==> src/tok_scan_pkg.sv <==
// shared types, character codes and helpers for the token scanner
`default_nettype none
package tok_scan_pkg;

	localparam int MAX_LEXEME = 31;
	localparam int LEN_CAP    = (MAX_LEXEME < 31) ? MAX_LEXEME : 31;
	localparam int TOKQ_DEPTH = 4;
	localparam int TOKQ_AW    = $clog2(TOKQ_DEPTH);
	localparam int TOKQ_CW    = $clog2(TOKQ_DEPTH + 1);

	localparam logic [7:0] CH_PLUS  = 8'h2B;
	localparam logic [7:0] CH_MINUS = 8'h2D;
	localparam logic [7:0] CH_STAR  = 8'h2A;
	localparam logic [7:0] CH_SLASH = 8'h2F;
	localparam logic [7:0] CH_PCT   = 8'h25;
	localparam logic [7:0] CH_SEMI  = 8'h3B;
	localparam logic [7:0] CH_EQ    = 8'h3D;
	localparam logic [7:0] CH_LT    = 8'h3C;
	localparam logic [7:0] CH_GT    = 8'h3E;
	localparam logic [7:0] CH_SPACE = 8'h20;
	localparam logic [7:0] CH_NL    = 8'h0A;

	localparam logic OP_CHAR = 1'b0;
	localparam logic OP_EOT  = 1'b1;

	typedef enum logic [2:0] {
		ST_START  = 3'd0,
		ST_IDENT  = 3'd1,
		ST_INT    = 3'd2,
		ST_ASSIGN = 3'd3,
		ST_ARITH  = 3'd4,
		ST_REL    = 3'd5
	} scan_state_t;

	typedef enum logic [2:0] {
		K_REL    = 3'd0,
		K_ASSIGN = 3'd1,
		K_SEMI   = 3'd2,
		K_ARITH  = 3'd3,
		K_IDENT  = 3'd4,
		K_INT    = 3'd5,
		K_ERR    = 3'd6
	} kind_t;

	typedef struct packed {
		kind_t       kind;
		logic [15:0] line;
		logic [23:0] start;
		logic [4:0]  length;
		logic        too_long;
	} token_t;

	function automatic logic is_letter(input logic [7:0] c);
		return (c >= 8'h61 && c <= 8'h7A) || (c >= 8'h41 && c <= 8'h5A);
	endfunction

	function automatic logic is_digit(input logic [7:0] c);
		return c >= 8'h30 && c <= 8'h39;
	endfunction

	function automatic logic is_arith(input logic [7:0] c);
		return c == CH_PLUS || c == CH_MINUS || c == CH_STAR || c == CH_SLASH
			|| c == CH_PCT;
	endfunction

endpackage
`default_nettype wire

==> src/token_scanner_unit.sv <==
// Byte-serial lexical scanner: takes one character or end-of-text beat per cycle
// and delivers identifier, integer, operator, semicolon and error tokens with
// line, start offset and length. A character beat is taken every cycle while
// the four-entry token queue has room for two more tokens; one beat can yield
// up to two tokens (a pending lexeme closed by the character, then the
// character itself), so the sustained rate is one character per cycle as long
// as the token side keeps up with the tokens produced. A token is queued in the
// cycle after the beat that completes it and reaches the output behind any older tokens.
`default_nettype none
module token_scanner_unit (
	input  wire  logic        clk,
	input  wire  logic        arst_n,
	input  wire  logic        char_valid,
	output logic              char_stall,
	input  wire  logic        op,
	input  wire  logic [7:0]  ch,
	output logic              tok_valid,
	input  wire  logic        tok_stall,
	output logic [2:0]        kind,
	output logic [15:0]       line,
	output logic [23:0]       start_res,
	output logic [4:0]        length,
	output logic              too_long
);

	localparam int AW = tok_scan_pkg::TOKQ_AW;
	localparam int CW = tok_scan_pkg::TOKQ_CW;

	tok_scan_pkg::scan_state_t st_q, st_d;
	logic [23:0] tok_start_q, tok_start_d;
	logic [4:0]  tok_len_q, tok_len_d;
	logic        ovf_q, ovf_d;
	logic [7:0]  first_op_q, first_op_d;
	logic [23:0] pos_q, pos_d;
	logic [15:0] line_q, line_d;

	logic                push;
	logic                pop;
	logic                pend_emit;
	tok_scan_pkg::kind_t pend_kind;
	logic [4:0]          pend_len;
	logic                rescan;
	logic                rs_emit;
	tok_scan_pkg::kind_t rs_kind;
	logic                grow;
	tok_scan_pkg::token_t tok0, tok1;
	logic [1:0]          n_push;

	tok_scan_pkg::token_t tokq [tok_scan_pkg::TOKQ_DEPTH];
	logic [AW-1:0] wr_ptr_q, rd_ptr_q;
	logic [CW-1:0] cnt_q;

	assign char_stall = cnt_q > CW'(tok_scan_pkg::TOKQ_DEPTH - 2);
	assign push       = char_valid && !char_stall;
	assign tok_valid  = cnt_q != '0;
	assign pop        = tok_valid && !tok_stall;

	// decode of the current beat against the scan state
	always_comb begin
		pend_emit = 1'b0;
		pend_kind = tok_scan_pkg::K_REL;
		pend_len  = tok_len_q;
		rescan    = 1'b0;
		grow      = 1'b0;
		if (op == tok_scan_pkg::OP_EOT) begin
			pend_emit = st_q != tok_scan_pkg::ST_START;
			unique case (st_q)
				tok_scan_pkg::ST_IDENT:  pend_kind = tok_scan_pkg::K_IDENT;
				tok_scan_pkg::ST_INT:    pend_kind = tok_scan_pkg::K_INT;
				tok_scan_pkg::ST_ASSIGN: pend_kind = tok_scan_pkg::K_ASSIGN;
				tok_scan_pkg::ST_ARITH:  pend_kind = tok_scan_pkg::K_ARITH;
				default:                 pend_kind = tok_scan_pkg::K_REL;
			endcase
		end else begin
			unique case (st_q)
				tok_scan_pkg::ST_IDENT: begin
					if (tok_scan_pkg::is_letter(ch) || tok_scan_pkg::is_digit(ch)) begin
						grow = 1'b1;
					end else begin
						pend_emit = 1'b1;
						pend_kind = tok_scan_pkg::K_IDENT;
						rescan    = 1'b1;
					end
				end
				tok_scan_pkg::ST_INT: begin
					if (tok_scan_pkg::is_digit(ch)) begin
						grow = 1'b1;
					end else begin
						pend_emit = 1'b1;
						pend_kind = tok_scan_pkg::K_INT;
						rescan    = 1'b1;
					end
				end
				tok_scan_pkg::ST_ASSIGN: begin
					pend_emit = 1'b1;
					if (ch == tok_scan_pkg::CH_EQ) begin
						pend_kind = tok_scan_pkg::K_REL;
						pend_len  = 5'd2;
					end else begin
						pend_kind = tok_scan_pkg::K_ASSIGN;
						rescan    = 1'b1;
					end
				end
				tok_scan_pkg::ST_ARITH: begin
					pend_emit = 1'b1;
					pend_kind = tok_scan_pkg::K_ARITH;
					if (ch == first_op_q && (ch == tok_scan_pkg::CH_PLUS
						|| ch == tok_scan_pkg::CH_MINUS || ch == tok_scan_pkg::CH_STAR)) begin
						pend_len = 5'd2;
					end else begin
						rescan = 1'b1;
					end
				end
				tok_scan_pkg::ST_REL: begin
					pend_emit = 1'b1;
					pend_kind = tok_scan_pkg::K_REL;
					if (ch == tok_scan_pkg::CH_EQ) begin
						pend_len = 5'd2;
					end else begin
						rescan = 1'b1;
					end
				end
				default: rescan = 1'b1;
			endcase
		end
	end

	// character scanned from the start state
	always_comb begin
		rs_emit = 1'b0;
		rs_kind = tok_scan_pkg::K_ERR;
		if (rescan) begin
			if (ch == tok_scan_pkg::CH_SEMI) begin
				rs_emit = 1'b1;
				rs_kind = tok_scan_pkg::K_SEMI;
			end else if (!(ch == tok_scan_pkg::CH_SPACE || ch == tok_scan_pkg::CH_NL
				|| tok_scan_pkg::is_letter(ch) || tok_scan_pkg::is_digit(ch)
				|| ch == tok_scan_pkg::CH_EQ || tok_scan_pkg::is_arith(ch)
				|| ch == tok_scan_pkg::CH_LT || ch == tok_scan_pkg::CH_GT)) begin
				rs_emit = 1'b1;
			end
		end
	end

	// next state
	always_comb begin
		st_d        = st_q;
		tok_start_d = tok_start_q;
		tok_len_d   = tok_len_q;
		ovf_d       = ovf_q;
		first_op_d  = first_op_q;
		pos_d       = pos_q;
		line_d      = line_q;
		if (pend_emit) begin
			st_d      = tok_scan_pkg::ST_START;
			tok_len_d = '0;
			ovf_d     = 1'b0;
		end
		if (op == tok_scan_pkg::OP_EOT) begin
			st_d = tok_scan_pkg::ST_START;
		end else begin
			pos_d = pos_q + 24'd1;
			if (grow) begin
				if (tok_len_q >= 5'(tok_scan_pkg::LEN_CAP)) begin
					ovf_d = 1'b1;
				end else begin
					tok_len_d = tok_len_q + 5'd1;
				end
			end
			if (rescan) begin
				st_d = tok_scan_pkg::ST_START;
				if (ch == tok_scan_pkg::CH_NL) begin
					line_d = line_q + 16'd1;
				end else if (ch != tok_scan_pkg::CH_SPACE && !rs_emit) begin
					tok_start_d = pos_q;
					tok_len_d   = 5'd1;
					ovf_d       = 1'b0;
					if (tok_scan_pkg::is_letter(ch)) begin
						st_d = tok_scan_pkg::ST_IDENT;
					end else if (tok_scan_pkg::is_digit(ch)) begin
						st_d = tok_scan_pkg::ST_INT;
					end else if (ch == tok_scan_pkg::CH_EQ) begin
						st_d = tok_scan_pkg::ST_ASSIGN;
					end else if (tok_scan_pkg::is_arith(ch)) begin
						st_d       = tok_scan_pkg::ST_ARITH;
						first_op_d = ch;
					end else begin
						st_d = tok_scan_pkg::ST_REL;
					end
				end
			end
		end
	end

	// tokens produced by this beat, in order
	always_comb begin
		tok1.kind     = rs_kind;
		tok1.line     = line_q;
		tok1.start    = pos_q;
		tok1.length   = 5'd1;
		tok1.too_long = 1'b0;
		if (pend_emit) begin
			tok0.kind     = pend_kind;
			tok0.line     = line_q;
			tok0.start    = tok_start_q;
			tok0.length   = pend_len;
			tok0.too_long = ovf_q;
		end else begin
			tok0 = tok1;
		end
		n_push = {1'b0, pend_emit} + {1'b0, rs_emit};
	end

	always_ff @(posedge clk or negedge arst_n) begin
		if (!arst_n) begin
			st_q        <= tok_scan_pkg::ST_START;
			tok_start_q <= '0;
			tok_len_q   <= '0;
			ovf_q       <= 1'b0;
			first_op_q  <= '0;
			pos_q       <= '0;
			line_q      <= '0;
		end else if (push) begin
			st_q        <= st_d;
			tok_start_q <= tok_start_d;
			tok_len_q   <= tok_len_d;
			ovf_q       <= ovf_d;
			first_op_q  <= first_op_d;
			pos_q       <= pos_d;
			line_q      <= line_d;
		end
	end

	// token queue
	always_ff @(posedge clk) begin
		if (push && n_push != 2'd0) begin
			tokq[wr_ptr_q] <= tok0;
		end
		if (push && n_push == 2'd2) begin
			tokq[wr_ptr_q + AW'(1)] <= tok1;
		end
	end

	always_ff @(posedge clk or negedge arst_n) begin
		if (!arst_n) begin
			wr_ptr_q <= '0;
			rd_ptr_q <= '0;
			cnt_q    <= '0;
		end else begin
			if (push) begin
				wr_ptr_q <= wr_ptr_q + AW'(n_push);
			end
			if (pop) begin
				rd_ptr_q <= rd_ptr_q + AW'(1);
			end
			cnt_q <= cnt_q + (push ? CW'(n_push) : CW'(0)) - (pop ? CW'(1) : CW'(0));
		end
	end

	assign kind      = tokq[rd_ptr_q].kind;
	assign line      = tokq[rd_ptr_q].line;
	assign start_res = tokq[rd_ptr_q].start;
	assign length    = tokq[rd_ptr_q].length;
	assign too_long  = tokq[rd_ptr_q].too_long;

endmodule
`default_nettype wire

==> config.mk <==
export PLATFORM = sky130hd
export DESIGN_NAME = token_scanner_unit
export DESIGN_NICKNAME = d
export VERILOG_FILES = /design/src/tok_scan_pkg.sv /design/src/token_scanner_unit.sv
export SDC_FILE = /design/constraint.sdc
export NUM_CORES = 1
export LEC_CHECK = 0
export BUFFER_PORTS_ARGS = -buffer_cell sky130_fd_sc_hd__buf_2
export CAP_MARGIN = 20
export CORE_UTILIZATION = 30
export DETAILED_ROUTE_END_ITERATION = 8
export GPL_ROUTABILITY_DRIVEN = 0
export SETUP_SLACK_MARGIN = 0.1
export SLEW_MARGIN = 0
export SYNTH_ARGS = -nofsm -noshare
export SYNTH_HDL_FRONTEND = slang
export SYNTH_SLANG_ARGS = --single-unit
==> constraint.sdc <==
create_clock -name clk -period 4.59 [get_ports clk]
set_input_delay 0.2295 -clock clk [delete_from_list [all_inputs] [get_ports clk]]
set_output_delay 0.2295 -clock clk [all_outputs]
set_load 0.01 [all_outputs]
==> Word level (Yosys, flattened, before mapping) <==
Memories as Yosys holds them, arrays and structs flattened.
Cells that the tools add are included.
Widths: inputs -> output; s select.
{ "op_classes": {"n_bitwise": 5, "magnitude_cmp": 8, "n_eq_ne": 19, "addsub": 9, "mux": 57, "reduce_logical": 36} }
{ "ops": {"columns": ["op", "n"], "rows": [
  ["$eq 8x6->1 const B", 10],
  ["$mux 5", 10],
  ["$mux 49", 1],
  ["$mux 3", 13],
  ["$mux 1", 26],
  ["$add 24x1->24 const B", 1],
  ["$pmux 3 s4", 2],
  ["$add 16x1->16 const B", 1],
  ["$ge 8x7->1 const B", 2],
  ["$le 8x7->1 const B", 2],
  ["$logic_or 1x1->1", 13],
  ["$pmux 5 s2", 1],
  ["$logic_and 1x1->1", 9],
  ["$reduce_and 9->1", 1],
  ["$reduce_bool 3->1", 3],
  ["$eq 8x4->1 const B", 1],
  ["$eq 8x8->1", 1],
  ["$ge 8x6->1 const B", 1],
  ["$le 8x6->1 const B", 1],
  ["$ne 8x6->1 const B", 1],
  ["$eq 3x2->1 const B", 2],
  ["$eq 3x3->1 const B", 2],
  ["$add 5x1->5 const B", 1],
  ["$ge 5x5->1 const B", 1],
  ["other kinds (20)", 28]
]} }
{ "totals": {"in_bits": 13, "wordCells": 145, "ram_bits": 196, "reg_bits": 88, "mem_count": 1} }
{ "mem_list": {"columns": ["name", "words", "width", "rd", "rd_ports_with_merged_regs", "wr", "line", "source"], "rows": [
  ["tokq", 4, 49, 1, 0, 2, "token_scanner_unit.sv:49", "tok_scan_pkg::token_t tokq [tok_scan_pkg::TOKQ_DEPTH];"]
]} }

==> Longest topological paths before layout <==
Gate-level depths: netlist of the first run.
{ "depth": {"ltp_word": 18, "ltp_mapped": 16, "ltp_nobuf": 14} }

==> Worst setup path after synthesis of the first run <==
OpenSTA, ideal clock, no wires.
{ "synth_timing": {"kind": "input -> register", "start": "input port ch[1]", "end": "memory tokq[2][10] (netlist bit) (enable)", "t_required_ps": 4171, "path_stages": 13, "slack_ps": -305, "setup_time_ps": 419, "n_path_buf": 4, "arrival_time_ps": 4476, "path_cell_list": "buf_4 -> or4_4 -> o221a_4 -> or3_1 -> nand3b_1 -> or2_2 -> ha_1 -> or3_1 -> clkbuf_1 -> and2_1 -> clkbuf_1 -> inv_1 -> clkbuf_1"} }
{ "synth_lines": {"columns": ["element", "line", "source"], "rows": [
  ["from (decl)", "token_scanner_unit.sv:16", "input wire logic [7:0] ch,"],
  ["to (decl)", "token_scanner_unit.sv:49", null]
]} }

==> results of run 1 <==
-- stage by stage --
step                std cells  worst slack, ns  hold slack [ns]  instance area [sq um]
finish                   1642            0.564           0.0388                  15200
global route             1642            0.401           0.0377                  15200
CTS                      1640            0.567           0.0131                  15200
detailed placement       1579            0.530            0.305                  14200
global placement         1579            0.598            0.307                  14200
floorplan                 985            0.359          -0.0661                  13200
-- layout make-up --
type / count / area [sq um]
Fill cell: 4206 / 28100
Sequential cell: 284 / 7770
Multi-Input combinational cell: 606 / 5070
Clock buffer: 47 / 876
Tap cell: 585 / 732
Timing Repair Buffer: 88 / 581
Inverter: 21 / 78.8
Clock inverter: 11 / 73.8
-- cell usage after synthesis (all sizes together) (2+ instances only) --
cell type  number
nor2b          24
a2bb2oi         2
nor2           43
a22o           99
xnor2          34
clkbuf         40
o31a            2
mux4           49
and2           54
edfxtp        164
o31ai           5
xor2           16
dfxtp          32
a21oi          16
and4            4
o21ai          33
o211ai          5
nor3            8
nor4bb          2
dfrtp          88
or3            10
buf            34
ha             10
or3b            2
o22ai           6
nand2          64
nand4          13
a31oi           3
inv            21
and3            8
mux2           29
or2             9
nand2b          8
nand3          18
nand3b          5
nor4            4
-- layout by cell type, fill, tap and decap left out, types with 29 or more instances in the layout --
cell type  netlist  final
edfxtp_1       164    164
a22o_1          99     99
dfrtp_1         88     86
nand2_1         64     64
buf_2           18     63
and2_1          53     53
mux4_2          49     49
nor2_1          43     39
xnor2_1         34     34
dfxtp_1         32     32
clkbuf_16        0     31
o21ai_0         29     29
-- routing by layer --
layer	part of all wire	global-route usage	up-vias
li1	-	-	3798
met1	0.44	0.177	4091
met2	0.49	0.234	188
met3	0.045	0.0168	50
met4	0.025	0.0437	0
met5	0	0	-
-- how the worst min path moves through the flow --
stage	cells after the start	startpoint	endpoint
after floorplan	0	arst_n	cnt_q[0]
after global placement	1	arst_n	tok_start_q[17]
after detailed placement	1	arst_n	tok_start_q[17]
after CTS	2	ch[1]	first_op_q[1]
after global routing	2	ch[1]	first_op_q[1]
final	2	ch[1]	first_op_q[1]
-- cells by family (layout without fill, tap and decap cells) --
| logic type | Yosys count | after routing |
|---|---|---|
| muxes | 79 | 79 |
| and+or+nand+nor | 283 | 283 |
| AOI/OAI and AO/OA | 183 | 183 |
| DFF | 284 | 284 |
| buffers and inverters | 95 | 167 |
| adders and majority gates | 11 | 11 |
| xor gates and xnor gates | 50 | 50 |
-- power by group through the flow --
| stage | Clock, W | Sequential, W | Combinational [W] |
|---|---|---|---|
| finish | 0.00233 | 0.00323 | 0.00186 |
| global route | 0.00246 | 0.00327 | 0.00203 |
| detailed placement | 0 | 0.00339 | 0.00177 |
| global placement | 0 | 0.00337 | 0.00177 |
| floorplan | 0 | 0.00309 | 0.00134 |
| CTS | 0.00237 | 0.00334 | 0.00178 |
-- state kept, by name (all words and copies together) (netlist names) --
| signal | count |
|---|---|
| cnt_q | 3 |
| first_op_q | 8 |
| line_q | 16 |
| ovf_q | 1 |
| pos_q | 24 |
| rd_ptr_q | 2 |
| st_q | 3 |
| tok_len_q | 5 |
| tok_start_q | 24 |
| tokq | 196 |
| wr_ptr_q | 2 |
-- timing repair --
| item | in CTS | in global routing |
|---|---|---|
| hold buffers | 3 | 0 |
| endpoints found under the hold margin | 49 | 0 |
| resized for setup | 0 | 0 |
==> results_dict.tcl, run 1 <==
set metrics [dict create \
    p_sw_w 0.00230 \
    synthesis.area_sq_um 13200 \
    numCtsBuffers 31 \
    die_h_um 212 \
    area_growth_pct 14.7 \
    reg2regPathDepth 9 \
    htreeDepth 1 \
    nNetsFinal 1056 \
    drt_iter0_markers 526 \
    leakagePower_nw 5.82 \
    wirelength_um 30500 \
    synth_edf_count 164 \
    synth_top_cell_by_area "edfxtp_1" \
    maxSlewHeadroom 0.342 \
    start_util 0.306 \
    cp.required_ns 4.86 \
    min_path_type "primary input to flip-flop" \
    combPwrFrac 0.251 \
    synth_cell_types 68 \
    chipWidth_um 212 \
    clockRootBuffer "clkbuf_16" \
    synth_top_family_by_area "simple AND/OR/NAND/NOR gates" \
    grt_max_degree 60 \
    drv_slew 0 \
    n_antenna_cell 0 \
    r2r_end "tokq[2][30]" \
    dieArea_sq_um 45000 \
    antenna_found_initial 0 \
    synth_nets 1009 \
    cts_tree "built" \
    power_density_nw_per_um2 488 \
    coreArea_sq_um 43300 \
    cp.depth 12 \
    ys_seq_elements 284 \
    rsz0062_at_grt "no" \
    clk_latency_ns 0.57 \
    finish.utilization 0.351 \
    crit_top_cell "or3_1" \
    clock_sinks 284 \
    arrival_ns 4.29 \
    pwr-share-clk 0.314 \
    grt_remaining_overflow 0 \
    synth.top_cell.area_share 0.372 \
    r2r_start "st_q[2]" \
    port_buffers 63 \
    fmax_ghz 0.248 \
    worstSetupEndpoint "tokq[2][30]" \
    syn_avg_cell_area_sq_um 13.4 \
    synth_flop_cell "edfxtp_1" \
    grt_use_total 0.136 \
    critPathSlowestCell "or4_4" \
    r2r_slack_ns 1.32 \
    synthSimpleGateAreaFrac 0.117 \
    clk_pin_slew_ns 0.06 \
    slowest_delay_ns 0.54 \
    start_kind "primary input" \
    drive_gt1_frac 0.225 \
    worstPathBufferInverterCount 4 \
    drtAntennaViolNets 0 \
    cts_buffer_depth 3 \
    end_kind "flip-flop" \
    post_cts_buffers 0 \
    startpoint "ch[2]" \
    fin_skew_ns 0.0139 \
    synth_adder_area_share 0.0110 \
    intPower_w 0.00512 \
    seqPwrFrac 0.435 \
    synth.area.top_cells "edfxtp_1 (37%), dfrtp_1 (17%), mux4_2 (8.3%)" \
    yosysSeqAreaShare 0.587 \
    via_count 8127 \
    p_sw_frac 0.310 \
    hold_violations 0 \
    maxCapViolCount 0 \
    path_cells "dlygate4sd3_1 -> buf_2 -> or4_4 -> o221a_4 -> or3_1 -> nand3b_1 -> or2_2 -> ha_1 -> or3_1 -> and2_1 -> inv_2 -> buf_4" \
    drc 0 \
    dr.pass1.iters 5 \
    fin_crit_sh 0.877 \
    grt_pass1_vias 8147 \
    worstMarginPinSlew_ns 0.987 \
    synth_cells 985 \
    crit_family "simple AND/OR/NAND/NOR gates" \
    setup_viol 0 \
    grt_pass1_wl_um 47200 \
    crit_type "primary input to flip-flop" \
    tns_ns 0 \
    yosys.area_share.xor_xnor 0.0331 \
    post-dp-hpwl_um 18800 \
    fin_total_pwr_w 0.00741 \
    synth_warnings 0 \
    outcome "complete, no violations" \
    ys_async_sr_fraction 0.310 \
    fp-row-count 76 \
    viasPerCell 4.95 \
    detail_route.wl_per_cell_um 18.6 \
    io_pins 64 \
    synth-compound-area-share 0.106 \
    cp_max_fo 16 \
    ir_drop_mv 0.281 \
    muxShareOfSynthArea 0.114 \
    period_needed_ns 4.03 \
]
Note: power is estimated with default switching activity, not from simulation.
==> run 2, diff against run 1 <==
GPL_TIMING_DRIVEN = 0   (was unset)
RECOVER_POWER = 100   (was unset)
clock period = 4 ns   (was 4.59 ns; I/O delays follow)
==> results_dict.tcl, run 2 (synthesis results as in run 1) <==
set metrics [dict create \
    area_growth_pct 14.7 \
    finish.utilization 0.351 \
    final_cell_mix "edfxtp_1 (164), a22o_1 (99), clkbuf_1 (98), dfrtp_1 (88), nand2_1 (64)" \
    die_h_um 212 \
    r2r_slack_ns 0.29 \
    setup_viol 0 \
    grt_remaining_overflow 0 \
    r2r_end "tokq[2][27]" \
    drive_gt1_frac 0.149 \
    end_kind "flip-flop" \
    tns_ns 0 \
    critPathSlowestCell "o21ai_1" \
    crit_family "buffers and inverters" \
    cp.required_ns 4.41 \
    drc 0 \
    drtAntennaViolNets 0 \
    top_register "tokq" \
    start_kind "flip-flop" \
    r2r_start "st_q[0]" \
    seqCellArea_sq_um 7770 \
    grt_max_degree 51 \
    path_cells "clkbuf_1 -> nor2_1 -> nand3_1 -> and4_1 -> inv_1 -> buf_2 -> ha_1 -> or3_4 -> o21ai_1 -> clkbuf_2 -> a22o_1" \
    min_path_type "primary input to flip-flop" \
    power_density_nw_per_um2 556 \
    final_common_cell "edfxtp_1" \
    startpoint "st_q[0]" \
    chipWidth_um 212 \
    fmax_ghz 0.269 \
    fin_skew_ns 0.0376 \
    hold-worst-slack_ns 0.0958 \
    io_pins 64 \
    outcome "finished with violations" \
    drt_iter0_markers 475 \
    fin_crit_sh 0.928 \
    whs_endpoint "st_q[2]" \
    cts_buffer_depth 3 \
    dieArea_sq_um 45000 \
    start_util 0.306 \
    via_count 8243 \
    leakagePower_nw 5.67 \
    n_antenna_cell 0 \
    coreArea_sq_um 43300 \
    grt_pass1_vias 8547 \
    detail_route.wl_per_cell_um 18.0 \
    wirelength_um 30500 \
    crit_type "flip-flop to flip-flop" \
    htreeDepth 1 \
    port_buffers 60 \
    maxCapViolCount 1 \
    hold_violations 0 \
    worstPathBufferInverterCount 4 \
    slowest_delay_ns 0.63 \
    fp-row-count 76 \
    numCtsBuffers 29 \
    rsz0062_at_grt "no" \
    nNetsFinal 1111 \
    worstMarginPinSlew_ns 2.38 \
    multiInputGateArea_sq_um 4950 \
    ir_drop_mv 0.297 \
    final_area_sq_um 15200 \
    cts_tree "built" \
    period_needed_ns 3.71 \
    clock_sinks 284 \
    dpl-instance-area_sq_um 14400 \
    dr.pass1.iters 5 \
    arrival_ns 4.12 \
    maxSlewHeadroom -0.585 \
    post-dp-hpwl_um 20200 \
    grt_pass1_wl_um 47800 \
    clockRootBuffer "clkbuf_16" \
    cp_max_fo 10 \
    reg2regPathDepth 11 \
    hp-start "ch[4]" \
    violations "capacitance limit, slew limit" \
    grt_use_total 0.137 \
    clk_pin_slew_ns 0.06 \
    clk_latency_ns 0.57 \
    fillers 4224 \
    viasPerCell 4.86 \
    whs_path_depth 3 \
    reg_top3 "tokq (196), pos_q (24), tok_start_q (24)" \
    largest_reg_flops 196 \
    antenna_found_initial 0 \
    drv_slew 42 \
]
==> run 2: routing by layer <==
| layer | GRT usage | share of wire | vias up |
|---|---|---|---|
| met2 | 0.233 | 0.49 | 143 |
| li1 | - | - | 3925 |
| met3 | 0.0167 | 0.034 | 45 |
| met1 | 0.181 | 0.45 | 4130 |
| met4 | 0.0455 | 0.020 | 0 |
| met5 | 0 | 0 | - |
==> run 2: tightest hold or removal path: cells and delay by family <==
family,cells,cell delay (ns)
AO/OA/AOI/OAI,2,0.26
buffers and inverters,1,0.16
==> run 2: power by group <==
part	internal [W]	switching, W
Sequential	0.00338	0.000150
Clock	0.00161	0.00111
Combinational	0.000886	0.00132
Total	0.00587	0.00258
==> run 2: repair_timing <==
item,4_1_cts,5_1_grt
gates resized for setup,7,8
hold endpoints to repair,44,0
setup buffers,1,5
hold buffers,4,0
pin swaps,0,0
endpoints found under the setup margin,223,205
==> run 2: how the worst max path moves through the flow <==
stage | end | slack, ns | depth (start not counted)
floorplan | tokq[0][10] | 0.14 | 14
global placement | tokq[0][38] | -0.79 | 14
detailed placement | tokq[0][45] | -0.82 | 14
CTS | tokq[2][16] | 0.11 | 12
global route | tokq[1][45] | 0.07 | 14
finish | tokq[2][27] | 0.29 | 11
==> run 2: layout make-up <==
| cell class | instances | share of cell area |
|---|---|---|
| plain buffers | 73 | 0.0250 |
| clock buffers | 43 | 0.0566 |
| clock inverters | 11 | 0.00708 |
| inverters | 21 | 0.00535 |
| multi-input cells | 606 | 0.326 |
| flip-flops and latches | 284 | 0.511 |
| well taps | 585 | 0.0482 |
| repair buffers | 72 | 0.0206 |
==> run 2: metrics by stage <==
stage	power, W	setup WS (ns)	instances
after floorplan	0.00508	0.139	985
after global placement	0.00588	-0.787	1630
after detailed placement	0.00592	-0.819	1632
after CTS	0.00866	0.111	1690
after global routing	0.00885	0.0712	1695
final	0.00845	0.288	1695
